===== config.mk =====
export PLATFORM = sky130hd
export DESIGN_NAME = integer_to_roman_encoder_core
export DESIGN_NICKNAME = d
export VERILOG_FILES = /design/src/rtl/rmn_pkg.sv /design/src/rtl/rmn_step_unit.sv /design/src/rtl/rmn_seq.sv /design/src/rtl/integer_to_roman_encoder_core.sv
export SDC_FILE = /design/constraint.sdc
export NUM_CORES = 1
export LEC_CHECK = 0
export BUFFER_PORTS_ARGS = -buffer_cell sky130_fd_sc_hd__buf_2
export CORE_MARGIN = 2
export CORE_UTILIZATION = 54
export DETAILED_ROUTE_END_ITERATION = 7
export PLACE_DENSITY_LB_ADDON = 0.08
export SLEW_MARGIN = 20
export SYNTH_ARGS = -nofsm -noshare
export SYNTH_HDL_FRONTEND = slang
export SYNTH_SLANG_ARGS = --single-unit

===== constraint.sdc =====
create_clock -name clk -period 2.9 [get_ports clk]
set_input_delay 0 -clock clk [delete_from_list [all_inputs] [get_ports clk]]
set_output_delay 0 -clock clk [all_outputs]
set_load 0.02 [all_outputs]

===== src/rtl/rmn_pkg.sv =====
// rmn_pkg: types, constants and table lookups for the Roman numeral encoder.
// No dependencies; imported by every module of the block.
`timescale 1ns / 1ps

package rmn_pkg;

  localparam int VALUE_W  = 16;
  localparam int REM_W    = 12;   // holds 1 .. 3999
  localparam int IDX_W    = 4;    // 13 table entries
  localparam int LETTER_W = 7;
  localparam int STATUS_W = 2;

  localparam logic [VALUE_W-1:0]  LIMIT_VALUE = 16'd3999;
  localparam logic [IDX_W-1:0]    IDX_LAST    = 4'd12;

  localparam logic [STATUS_W-1:0] STATUS_OK    = 2'd0;
  localparam logic [STATUS_W-1:0] STATUS_EMPTY = 2'd1;
  localparam logic [STATUS_W-1:0] STATUS_RANGE = 2'd2;

  localparam logic [LETTER_W-1:0] CHR_NONE = 7'h00;
  localparam logic [LETTER_W-1:0] CHR_I    = 7'h49;
  localparam logic [LETTER_W-1:0] CHR_V    = 7'h56;
  localparam logic [LETTER_W-1:0] CHR_X    = 7'h58;
  localparam logic [LETTER_W-1:0] CHR_L    = 7'h4C;
  localparam logic [LETTER_W-1:0] CHR_C    = 7'h43;
  localparam logic [LETTER_W-1:0] CHR_D    = 7'h44;
  localparam logic [LETTER_W-1:0] CHR_M    = 7'h4D;

  typedef enum logic [1:0] {
    ST_IDLE,
    ST_SCAN,
    ST_TAIL
  } state_t;

  // What the shared compare/subtract unit hands to the sequencer.
  typedef struct packed {
    logic                ge;        // remainder >= table step
    logic [REM_W-1:0]    diff;      // remainder - step
    logic [LETTER_W-1:0] lead;      // first letter of the entry
    logic [LETTER_W-1:0] tail;      // second letter of a pair entry
    logic                has_tail;
  } step_res_t;

  function automatic logic [REM_W-1:0] step_val(input logic [IDX_W-1:0] idx);
    logic [REM_W-1:0] v;
    case (idx)
      4'd0:    v = 12'd1000;
      4'd1:    v = 12'd900;
      4'd2:    v = 12'd500;
      4'd3:    v = 12'd400;
      4'd4:    v = 12'd100;
      4'd5:    v = 12'd90;
      4'd6:    v = 12'd50;
      4'd7:    v = 12'd40;
      4'd8:    v = 12'd10;
      4'd9:    v = 12'd9;
      4'd10:   v = 12'd5;
      4'd11:   v = 12'd4;
      default: v = 12'd1;
    endcase
    return v;
  endfunction

  function automatic logic [LETTER_W-1:0] lead_chr(input logic [IDX_W-1:0] idx);
    logic [LETTER_W-1:0] c;
    case (idx)
      4'd0:                      c = CHR_M;
      4'd1, 4'd3, 4'd4:          c = CHR_C;
      4'd2:                      c = CHR_D;
      4'd5, 4'd7, 4'd8:          c = CHR_X;
      4'd6:                      c = CHR_L;
      4'd10:                     c = CHR_V;
      default:                   c = CHR_I;
    endcase
    return c;
  endfunction

  function automatic logic [LETTER_W-1:0] tail_chr(input logic [IDX_W-1:0] idx);
    logic [LETTER_W-1:0] c;
    case (idx)
      4'd1:    c = CHR_M;
      4'd3:    c = CHR_D;
      4'd5:    c = CHR_C;
      4'd7:    c = CHR_L;
      4'd9:    c = CHR_X;
      4'd11:   c = CHR_V;
      default: c = CHR_NONE;
    endcase
    return c;
  endfunction

endpackage


===== src/rtl/rmn_step_unit.sv =====
// rmn_step_unit: shared compare/subtract against the current table entry.
// Depends on rmn_pkg.
`timescale 1ns / 1ps

module rmn_step_unit
  import rmn_pkg::*;
(
  input  logic [REM_W-1:0] rem,
  input  logic [IDX_W-1:0] idx,
  output step_res_t        res
);

  logic [REM_W-1:0] step;

  assign step = step_val(idx);

  always_comb begin
    res.ge       = (rem >= step);
    res.diff     = rem - step;
    res.lead     = lead_chr(idx);
    res.tail     = tail_chr(idx);
    res.has_tail = (tail_chr(idx) != CHR_NONE);
  end

endmodule


===== src/rtl/rmn_seq.sv =====
// rmn_seq: sequencer walking the table, holding remainder and result registers.
// Depends on rmn_pkg; drives rmn_step_unit through rem/idx.
`timescale 1ns / 1ps

module rmn_seq
  import rmn_pkg::*;
(
  input  logic                clk,
  input  logic                rst,
  input  logic                start,
  input  logic [VALUE_W-1:0]  value,
  output logic                busy,
  output logic [REM_W-1:0]    rem,
  output logic [IDX_W-1:0]    idx,
  input  step_res_t           res,
  output logic                strobe,
  output logic [LETTER_W-1:0] letter,
  output logic                last,
  output logic [STATUS_W-1:0] status
);

  state_t              state, state_next;
  logic [REM_W-1:0]    rem_next;
  logic [IDX_W-1:0]    idx_next;
  logic                strobe_next;
  logic [LETTER_W-1:0] letter_next;
  logic                last_next;
  logic [STATUS_W-1:0] status_next;

  assign busy = (state != ST_IDLE);

  always_ff @(posedge clk) begin
    if (rst) begin
      state  <= ST_IDLE;
      strobe <= 1'b0;
    end else begin
      state  <= state_next;
      strobe <= strobe_next;
    end
    rem    <= rem_next;
    idx    <= idx_next;
    letter <= letter_next;
    last   <= last_next;
    status <= status_next;
  end

  always_comb begin
    state_next  = state;
    rem_next    = rem;
    idx_next    = idx;
    strobe_next = 1'b0;
    letter_next = letter;
    last_next   = last;
    status_next = status;
    unique case (state)
      ST_IDLE: begin
        if (start) begin
          if (value == '0) begin
            strobe_next = 1'b1;
            letter_next = CHR_NONE;
            last_next   = 1'b1;
            status_next = STATUS_EMPTY;
          end else if (value > LIMIT_VALUE) begin
            strobe_next = 1'b1;
            letter_next = CHR_NONE;
            last_next   = 1'b1;
            status_next = STATUS_RANGE;
          end else begin
            rem_next   = value[REM_W-1:0];
            idx_next   = '0;
            state_next = ST_SCAN;
          end
        end
      end
      ST_SCAN: begin
        if (res.ge) begin
          strobe_next = 1'b1;
          letter_next = res.lead;
          status_next = STATUS_OK;
          rem_next    = res.diff;
          last_next   = !res.has_tail && (res.diff == '0);
          if (res.has_tail) begin
            state_next = ST_TAIL;
          end else if (res.diff == '0) begin
            state_next = ST_IDLE;
          end
        end else if (idx != IDX_LAST) begin
          idx_next = idx + 1'b1;
        end
      end
      ST_TAIL: begin
        // remainder already reduced by the pair's value
        strobe_next = 1'b1;
        letter_next = res.tail;
        status_next = STATUS_OK;
        last_next   = (rem == '0);
        if (rem == '0) begin
          state_next = ST_IDLE;
        end else begin
          state_next = ST_SCAN;
          if (idx != IDX_LAST) begin
            idx_next = idx + 1'b1;
          end
        end
      end
      default: begin
        state_next = ST_IDLE;
      end
    endcase
  end

endmodule


===== src/rtl/integer_to_roman_encoder_core.sv =====
// integer_to_roman_encoder_core: top level of the Roman numeral encoder.
// Depends on rmn_pkg, rmn_step_unit and rmn_seq.
`timescale 1ns / 1ps
//
// Channel  | Ports                          | Beat taken when
// ---------+--------------------------------+--------------------------------
// command  | start, value[15:0], busy       | start high and busy low
// result   | strobe, letter[6:0], last,     | every cycle strobe is high
//          | status[1:0]                    | (single-cycle beats, no stall)
//
// Zero and values above 3999 give a single result beat in the cycle after
// the command beat. Otherwise the sequencer walks the table top-down, each
// cycle either emitting a letter or stepping past a table entry, all through
// the single shared compare/subtract unit.
// Reset: synchronous, active high; returns the sequencer to idle and drops
// strobe. Busy is high while a nonzero value up to 3999 is being encoded.
// The receiver cannot stall: each result is on the ports for one cycle only.

module integer_to_roman_encoder_core
  import rmn_pkg::*;
(
  input  logic                clk,
  input  logic                rst,
  input  logic                start,
  input  logic [VALUE_W-1:0]  value,
  output logic                busy,
  output logic                strobe,
  output logic [LETTER_W-1:0] letter,
  output logic                last,
  output logic [STATUS_W-1:0] status
);

  logic [REM_W-1:0] rem;
  logic [IDX_W-1:0] idx;
  step_res_t        res;

  // Greedy step: compare remainder with the current table entry and
  // supply the entry's letters.
  rmn_step_unit u_step (
    .rem (rem),
    .idx (idx),
    .res (res)
  );

  // Walks the table top-down, one letter or one entry advance per cycle,
  // and registers every result beat.
  rmn_seq u_seq (
    .clk    (clk),
    .rst    (rst),
    .start  (start),
    .value  (value),
    .busy   (busy),
    .rem    (rem),
    .idx    (idx),
    .res    (res),
    .strobe (strobe),
    .letter (letter),
    .last   (last),
    .status (status)
  );

endmodule

==> results.ini, run 1 <==
[status]
status=finished clean

[floorplanning]
die_h_um=78.6
io_pins=31
die_w_um=78.6
core_area_sq_um=5440
fp-row-count=27
design.die.area_sq_um=6170
initial_core_util_pct=55.2

[synthesis]
synth-simple-area-share_pct=16.9
syn_area_sq_um=3000
synth_area_leader_cell=edfxtp_1
netlist-cell-type-count=63
avgSynthCellArea_sq_um=9.84
synthCells=305
async_flop_share_pct=0
synth_compound_area_share_pct=16.4
syn_nets=346
synth_edf_count=25
synth_area_leaders=edfxtp_1, dfxtp_1, ha_1
synth_top_family_by_area=simple AND/OR/NAND/NOR gates
synth_mux_area_share_pct=8.75
synth-xor-area-share_pct=4.09
ys.flop_type=edfxtp_1
synth_top_area_share_pct=25.0
yosysWarningCount=0
synth-seq-cells=42
seq_area_frac_synth_pct=36.3
synth_fa_ha_area_share_pct=9.42

[timing]
whs_ns=0.0245
fmax_ghz=0.359
final.setup_skew_ns=0.00548
finalCritPeriodShare_pct=96.1
setup_ws_ns=0.114
final-hold-violation-count=0
final_max_slew_viol_count=0
fin_crit_ns=2.79
report.final.setup_viol=0

[detailed_routing]
viasPerCell=5.50
drcViolationCount=0
num_vias=2315
drt_iter0_markers=143
antenna_left=0
wl_per_cell_um=15.5
drt_wl_total_um=6510
firstDrtPassIters=4

[cts]
ctsHtreeMaxLevel=2
ctsRootBufferMaster=clkbuf_8
clkTransAtPathRegs_ns=0.08
cts-buffers-inserted=5
clock_sinks=42
clockBufferDepth=2
clock_latency_ns=0.30
tritoncts=built

[power_and_ir_drop]
ir_drop_v=0.000652
intPower_mw=2.41
clkPwrFrac_pct=9.3
p_sw_mw=1.91
p_comb_share_pct=66.4
power.leakage_nw=1.42
p_per_area_nw_per_um2=1250
p_sw_share_pct=44.2
pwr-share-seq_pct=24.3

[critical_path]
crit_fanout=4
crit_arrival_ns=3.02
r2r_slack_ns=0.11
critPathKind=reg2reg
worst-path-buf-inv=2
cp_slowest_cell=or4_1
r2r_cells=11
crit_required_ns=3.13
end_kind=flip-flop
path_cells=ha_1 > or4_1 > nor2_2 > o22a_2 > nand4b_4 > mux2i_4 > buf_4 > buf_4 > ha_1 > mux2i_1 > a2bb2oi_1
startpoint_type=flip-flop
cp_top_family=simple AND/OR/NAND/NOR gates
crit_cells=11
cp_slowest_stage_delay_ns=0.57

[placed_design]
portBuffers=29
pre_cts_ws_ns=0.0163
dp_cells=406
routabilityCongestion=0.852
hpwl_um=4970

[cells_and_area]
fillCellCount=447
drive_gt1_share_pct=27.8
seqCellArea_sq_um=1090
syn_to_final_growth_pct=14.8
fin_cells=421
fin_nets=389
num_antenna_cells=0
multi_input_area_sq_um=1750

[min_path]
hp-class=in2reg
min_delay_path_depth=2

[global_route]
grt_max_degree=23
grt_pass1_vias=2273
grt_util_all_layers_pct=22.5
grt_pass1_wl_um=11000
antenna_found_initial=0
overflow=0

[flow_run]
max-cap-violations=0

[power groups by stage]
| stage | clock network, mW | logic, mW | registers, mW |
|---|---|---|---|
| global route | 0.424 | 3.15 | 1.08 |
| CTS | 0.411 | 2.70 | 1.05 |
| finish | 0.400 | 2.87 | 1.05 |
| global placement | 0 | 2.64 | 1.06 |
| detailed placement | 0 | 2.66 | 1.07 |
| floorplan | 0 | 2.16 | 1.08 |
[what timing repair did]
item	CTS	global route
pin swaps	1	3
endpoints found under the hold margin	1	0
setup buffers	2	4
resized for setup	1	10
endpoints found under the setup margin	3	8
hold buffers	1	0
[worst register-to-register path: cells and delay by family (launching register included)]
| kind | cells | cell delay, ns |
|---|---|---|
| fa+ha+maj | 2 | 0.42 |
| buf+inv | 2 | 0.30 |
| flops | 1 | 0.41 |
| mux | 2 | 0.39 |
| compound gates | 2 | 0.33 |
| simple gates | 3 | 0.87 |
[placed cells by master, fill, tap and decap left out, types with 3 or more instances in the layout]
| master | synthesis | routed |
|---|---|---|
| mux2_2 | 10 | 10 |
| a21boi_0 | 3 | 3 |
| dfxtp_1 | 17 | 17 |
| nand3_1 | 6 | 6 |
| and2_1 | 3 | 3 |
| clkbuf_8 | 1 | 6 |
| xor2_1 | 5 | 5 |
| a31oi_1 | 6 | 6 |
| o21ai_0 | 9 | 9 |
| ha_1 | 21 | 17 |
| nor2b_1 | 13 | 13 |
| xnor2_1 | 9 | 9 |
| o21ai_1 | 4 | 4 |
| nand2_1 | 15 | 15 |
| edfxtp_1 | 25 | 25 |
| nor3_1 | 4 | 4 |
| mux2i_1 | 9 | 8 |
| nor4_1 | 7 | 7 |
| a21o_1 | 3 | 3 |
| mux2_4 | 4 | 4 |
| a211oi_1 | 3 | 3 |
| buf_2 | 1 | 29 |
| o21a_1 | 4 | 4 |
| a21oi_1 | 17 | 16 |
| buf_4 | 1 | 22 |
| nor2_1 | 20 | 18 |
| nor3b_1 | 3 | 3 |
| inv_1 | 25 | 25 |
| nand2b_1 | 6 | 5 |
[cell families (layout without fill, tap and decap cells)]
logic type / Yosys count / count (layout)
xor gates and xnor gates: 14 / 14
AOI/OAI and AO/OA: 72 / 72
and+or+nand+nor: 89 / 89
DFF: 42 / 42
buffers and inverters: 42 / 86
other: 1 / 1
muxes: 23 / 23
adders and majority gates: 22 / 22
[state kept, by name, summed over array words and instances (netlist names)]
register,cells
u_seq.state,2
u_seq.strobe,1
u_seq.last,1
u_seq.rem,12
u_step.step,9
u_seq.idx,4
u_seq.letter,6
u_step.res,5
u_seq.status,2
[cell usage after synthesis, drive strengths merged (5+ instances only)]
| master | instances |
|---|---|
| nand2 | 15 |
| nor2 | 20 |
| a21oi | 18 |
| mux2i | 9 |
| nand3 | 7 |
| nor2b | 13 |
| edfxtp | 25 |
| dfxtp | 17 |
| clkbuf | 8 |
| ha | 21 |
| mux2 | 14 |
| buf | 7 |
| o21ai | 15 |
| a31oi | 7 |
| xor2 | 5 |
| nand2b | 6 |
| inv | 26 |
| xnor2 | 9 |
| nor4 | 7 |
[cell type report]
class / count / area share (%)
Multi-Input combinational cell: 221 / 50.9
Sequential cell: 42 / 31.7
Timing Repair Buffer: 52 / 9.30
Inverter: 26 / 2.90
Tap cell: 72 / 2.61
Clock buffer: 7 / 2.51
Clock inverter: 1 / 0.145
[per-stage QoR]
step / total power [mW] / instance area (sq um) / utilization [%] / setup TNS [ns]
final: 4.32 / 3450 / 63.4 / 0
after global routing: 4.66 / 3450 / 63.4 / -0.00539
after CTS: 4.16 / 3350 / 61.7 / 0
after detailed placement: 3.73 / 3230 / 59.5 / 0
after global placement: 3.71 / 3230 / 59.5 / 0
after floorplan: 3.24 / 3030 / - / 0
[routing by layer]
layer,wire (um),track usage (%),up-vias
met4,76,6.67,0
met3,216,3.45,9
met5,0,0,-
met2,3120,37.6,33
met1,3100,30.2,1091
li1,-,-,1182
[worst paths after layout]
check | startpoint | end
max reg2reg | u_seq.rem[8] | u_step.res[11]
min | value[2] | u_seq.rem[2]
max | u_seq.rem[8] | u_step.res[11]
min reg2reg | u_step.res[12] | u_seq.letter[4]
Power figures use the tool's default switching activity.
==> inputs of run 2 (changes only) <==
--- a/config.mk
+++ b/config.mk
@@ -7,10 +7,11 @@
 export LEC_CHECK = 0
 export BUFFER_PORTS_ARGS = -buffer_cell sky130_fd_sc_hd__buf_2
 export CORE_MARGIN = 2
-export CORE_UTILIZATION = 54
+export CORE_UTILIZATION = 52
 export DETAILED_ROUTE_END_ITERATION = 7
 export PLACE_DENSITY_LB_ADDON = 0.08
 export SLEW_MARGIN = 20
 export SYNTH_ARGS = -nofsm -noshare
 export SYNTH_HDL_FRONTEND = slang
+export SYNTH_HIERARCHICAL = 1
 export SYNTH_SLANG_ARGS = --single-unit
==> run 2 against run 1 <==
- clock-buffer cell count unchanged
- die area decreased by 13%
- critical endpoint is now u_seq/state[0]
- non-clock buffer count rose by 53
- the run now ends with negative setup slack left
- fmax down 20%
- highest routed layer unchanged
- global-route usage rose by 6.7 points
- register-to-register slack worse by 0.70 ns
- critical path type unchanged
- power decreased by 67%
- worst setup slack got worse by 0.70 ns
- clock skew is essentially flat
- synthesized area shrank 17%
==> results.ini, run 2 <==
[status]
status=finished, violations left
violations=negative setup slack

[synthesis]
synth-seq-cells=29
syn_area_sq_um=2480
synth_area_leader_cell=edfxtp_1
synth_area_leaders=edfxtp_1, ha_1, mux2_2
netlist-cell-type-count=55
yosys-top-cells-count=edfxtp_1, ha_1, inv_1
async_flop_share_pct=0
synthCells=273
yosysMostFrequentCell=edfxtp_1
ys.flop_type=edfxtp_1
synth_edf_count=26
avgSynthCellArea_sq_um=9.10
seq_area_frac_synth_pct=33.9
synth_top_area_share_pct=31.4
yosysWarningCount=6

[cts]
clock_latency_ns=0.29
clockBufferDepth=2
tritoncts=built
clkTransAtPathRegs_ns=0.06
cts-buffers-inserted=5
clock_sinks=29
ctsHtreeMaxLevel=2
ctsRootBufferMaster=clkbuf_8

[global_route]
grt_most_used_layer=met2
grt_pass1_wl_um=11800
antenna_found_initial=0
grt_util_met1_pct=37.6
grt_pass1_vias=2436
grt_util_all_layers_pct=29.2
met3_usage_pct=5.94
overflow=0
grt_max_degree=18
use_met2_pct=48.2

[floorplanning]
io_pins=31
die_w_um=73.1
initial_core_util_pct=53.3
core_area_sq_um=4660
die_h_um=73.1
design.die.area_sq_um=5350
fp-row-count=25

[critical_path]
r2r_cells=13
critPathKind=reg2reg
crit_required_ns=3.08
crit_fanout=5
end_kind=flip-flop
startpoint_type=flip-flop
crit_arrival_ns=3.67

[detailed_routing]
viasPerCell=6.09
drt_iter0_markers=238
num_vias=2601
drcViolationCount=0
drt_wl_total_um=8250
antenna_left=0
firstDrtPassIters=5
wl_per_cell_um=19.3

[cells_and_area]
syn_to_final_growth_pct=53.3
drive_gt1_share_pct=48.5
largest_register_ffs=12
reg.largest.list=u_seq/rem x12, u_seq/letter x7, u_seq/idx x4
num_antenna_cells=0
fin_nets=414
final_common_cell=buf_4
largest-register=u_seq/rem
fillCellCount=272
final_util_pct=81.7
layout_common_cells=buf_4, buf_2, edfxtp_1

[timing]
max_slew.worst_pin.slew_ns=0.843
final_max_slew_viol_count=0
fmax_ghz=0.287
fin_crit_ns=3.49
rsz0062_at_grt=yes
report.final.setup_viol=33
finalCritPeriodShare_pct=120
slew_headroom_pct=43.8
final-hold-violation-count=0
final.setup_skew_ns=0.00574
setup_ws_ns=-0.589

[flow_run]
max-cap-violations=0

[min_path]
min_delay_path_depth=2
hp-class=in2reg

[placed_design]
routabilityCongestion=0.973
hpwl_um=4790
portBuffers=30

[power_and_ir_drop]
p_per_area_nw_per_um2=372
ir_drop_v=0.000339
power.leakage_nw=1.54
p_total_mw=1.42

-- run 2: area by class of cell --
type                    instances  area (sq um)  area share, %
clock buffers                   7          86.3           2.27
clock inverters                 1          30.0          0.789
inverters                      22          82.6           2.17
multi-input cells             209          1920           50.5
flip-flops and latches         29           841           22.1
well taps                      54          67.6           1.77
repair buffers                105           776           20.4
-- run 2: worst paths after layout --
kind                    end            from  slack (ns)
min            u_seq/rem[4]        value[4]        0.03
max reg2reg  u_seq/state[0]    u_seq/idx[2]       -0.59
min reg2reg  u_seq/state[1]  u_seq/state[1]        0.60
max          u_seq/state[0]    u_seq/idx[2]       -0.59
-- run 2: report_power, final --
part           switching, mW  internal (mW)
clock network          0.162          0.280
logic                  0.250          0.237
registers            0.00964          0.480
-- run 2: kinds of logic (layout without fill, tap and decap cells) --
group / Yosys count / in the layout / synth area share (%)
buffers and inverters: 36 / 135 / 6.60
xor gates and xnor gates: 9 / 9 / 3.17
other: 2 / 3 / 0.302
and+or+nand+nor: 88 / 88 / 18.5
DFF: 29 / 29 / 33.9
AOI/OAI and AO/OA: 71 / 71 / 18.8
muxes: 15 / 15 / 6.85
adders and majority gates: 23 / 23 / 11.9
-- run 2: repair_timing --
action / CTS / global route
hold endpoints to repair: 2 / 0
cloned: 1 / 0
hold buffers: 1 / 0
buffers inserted: 14 / 8
setup endpoints to repair: 32 / 35
pin swaps: 17 / 14
resized for setup: 42 / 23
-- run 2: metal layers --
metal,routed length (um),up-vias
li1,-,1190
met1,3530,1258
met2,4020,125
met3,517,28
met4,182,0
met5,0,-
-- run 2: critical path: stages, from the launching register on --
cell      delay [ns]
edfxtp_1        0.40
buf_4           0.15
or2_2           0.35
ha_1            0.27
a21oi_1         0.29
o21ai_4         0.13
buf_4           0.15
a211oi_2        0.36
o311ai_4        0.19
nor4_2          0.26
nand3_1         0.16
nand3b_1        0.13
o211a_1         0.21
mux2_4          0.30
-- run 2: stage by stage --
| stage | area (sq um) | worst slack [ns] | setup TNS [ns] | std cells | hold WS (ns) |
|---|---|---|---|---|---|
| floorplan | 2560 | -0.334 | -5.02 | 274 | 0.0757 |
| global placement | 3120 | -0.503 | -9.29 | 397 | 0.229 |
| detailed placement | 3120 | -0.526 | -10.54 | 397 | 0.227 |
| CTS | 3640 | -0.401 | -6.94 | 421 | 0.0284 |
| global route | 3810 | -0.705 | -16.94 | 427 | 0.0370 |
| finish | 3810 | -0.589 | -13.65 | 427 | 0.0323 |
==> inputs of run 3 (changes only) <==
--- a/config.mk
+++ b/config.mk
@@ -6,6 +6,7 @@
 export NUM_CORES = 1
 export LEC_CHECK = 0
 export BUFFER_PORTS_ARGS = -buffer_cell sky130_fd_sc_hd__buf_2
+export CORE_ASPECT_RATIO = 1.75
 export CORE_MARGIN = 2
 export CORE_UTILIZATION = 52
 export DETAILED_ROUTE_END_ITERATION = 7
==> run 3 against run 2 <==
- the run still ends with negative setup slack left
- first-iteration DRC count decreased by 60%
- cell count shrank 1.9%
- clock power shrank 28%
- flip-flop and latch count stayed put
- worst setup slack improved by 0.073 ns
- sequential share of layout area grew 1.2 points
- die area grew 0.40%
- clock skew increased by 0.00092 ns
- largest cell class unchanged
==> results.ini, run 3 (synthesized netlist as in run 2, its figures left out) <==
[status]
status=finished, violations left
violations=negative setup slack

[detailed_routing]
drt_wl_total_um=7290
num_vias=2487
drcViolationCount=0
drt_iter0_markers=95
viasPerCell=5.94
antenna_left=0
firstDrtPassIters=4
wl_per_cell_um=17.4

[global_route]
overflow=0
grt_max_degree=17
grt_pass1_vias=2459
grt_pass1_wl_um=11200
antenna_found_initial=0
grt_util_all_layers_pct=26.9

[placed_design]
placed_area_sq_um=3160
hpwl_um=5090
portBuffers=30
routabilityCongestion=0.968

[cts]
clock_latency_ns=0.28
ctsHtreeMaxLevel=2
ctsRootBufferMaster=clkbuf_8
cts-buffers-inserted=5
clock_sinks=29
clockBufferDepth=2
tritoncts=built
clkTransAtPathRegs_ns=0.06

[critical_path]
cp_slowest_cell=edfxtp_1
r2r_slack_ns=-0.52
path_cells=inv_2 > ha_4 > nor2b_4 > a22o_1 > fa_2 > nor2b_4 > o21bai_4 > a31oi_4 > o22ai_2 > xor2_2 > nor4_2 > nand3_1 > nand3b_1 > o211a_1 > mux2_4
crit_required_ns=3.07
startpoint_type=flip-flop
end_kind=flip-flop
worst_path_most_repeated_cell=nor2b_4
crit_arrival_ns=3.58
crit_fanout=3
cp_slowest_stage_delay_ns=0.43
critPathKind=reg2reg

[floorplanning]
die_h_um=95.4
die_w_um=56.2
design.die.area_sq_um=5370
fp-row-count=33
core_area_sq_um=4620
io_pins=31
initial_core_util_pct=53.7

[cells_and_area]
syn_to_final_growth_pct=45.1
reg.largest.list=u_seq/rem x12, u_seq/letter x7, u_seq/idx x4
stdcell_area_sq_um=3600
drive_gt1_share_pct=46.6
fin_nets=408
layout_common_cells=buf_4, buf_2, edfxtp_1
num_antenna_cells=0
multi_input_area_sq_um=1820
final_common_cell=buf_4
largest_register_ffs=12
fillCellCount=314
largest-register=u_seq/rem
seqCellArea_sq_um=841

[power_and_ir_drop]
p_total_mw=1.24
p_per_area_nw_per_um2=345
power.leakage_nw=1.47
ir_drop_v=0.000356

[timing]
fin_crit_ns=3.42
final-hold-violation-count=0
final_max_slew_viol_count=0
setup_ws_ns=-0.516
final.setup_skew_ns=0.00666
finalCritPeriodShare_pct=118
slew_headroom_pct=50.6
fin_tns_setup_ns=-10.67
rsz0062_at_grt=yes
fmax_ghz=0.293
report.final.setup_viol=31
max_slew.worst_pin.slew_ns=0.722

[min_path]
hp-class=in2reg

[flow_run]
max-cap-violations=0

run 3: area by class of cell:
class	count	share of cell area (%)
Sequential cell	29	23.3
Clock inverter	2	0.278
Multi-Input combinational cell	209	50.4
Tap cell	52	1.81
Clock buffer	6	2.01
Timing Repair Buffer	99	19.9
Inverter	22	2.29
run 3: worst paths after layout:
check | cells after the start | from | end
worst max-delay path | 15 | u_seq/idx[1] | u_seq/state[0]
worst min-delay path | 2 | value[3] | u_seq/rem[3]
worst max register to register | 15 | u_seq/idx[1] | u_seq/state[0]
worst min register to register | 2 | u_seq/state[1] | u_seq/state[1]
run 3: repair_timing:
| action | CTS | global route |
|---|---|---|
| hold buffers | 1 | 0 |
| setup buffers | 9 | 6 |
| hold endpoints to repair | 2 | 0 |
| setup endpoints to repair | 32 | 33 |
| resized for setup | 26 | 22 |
| pin swaps | 12 | 11 |
run 3: stage by stage:
step | hold slack [ns] | utilization [%] | cells | setup WS (ns)
finish | 0.0386 | 77.9 | 419 | -0.516
detailed placement | 0.226 | 68.3 | 398 | -0.685
global route | 0.0319 | 77.9 | 419 | -0.644
floorplan | 0.0757 | - | 274 | -0.334
CTS | 0.0334 | 74.4 | 414 | -0.446
global placement | 0.222 | 68.3 | 398 | -0.631
run 3: layer usage:
layer	track usage [%]	wire length (um)	vias to the layer above
met4	12.5	282	0
met2	52.5	4000	107
met3	4.34	366	29
li1	-	-	1175
met5	0	0	-
met1	27.2	2640	1176
run 3: critical path, delay by kind of cell (launching register included):
kind            cells  cell delay [ns]
mux                 1             0.31
flops               1             0.43
fa+ha+maj           2             0.60
simple gates        5             0.84
compound gates      5             0.84
buf+inv             1             0.10
xor+xnor            1             0.18
run 3: report_power, final:
part	leakage [nW]	internal, mW	switching, mW
Clock	0.0450	0.166	0.152
Sequential	0.267	0.480	0.00858
Combinational	1.16	0.213	0.222
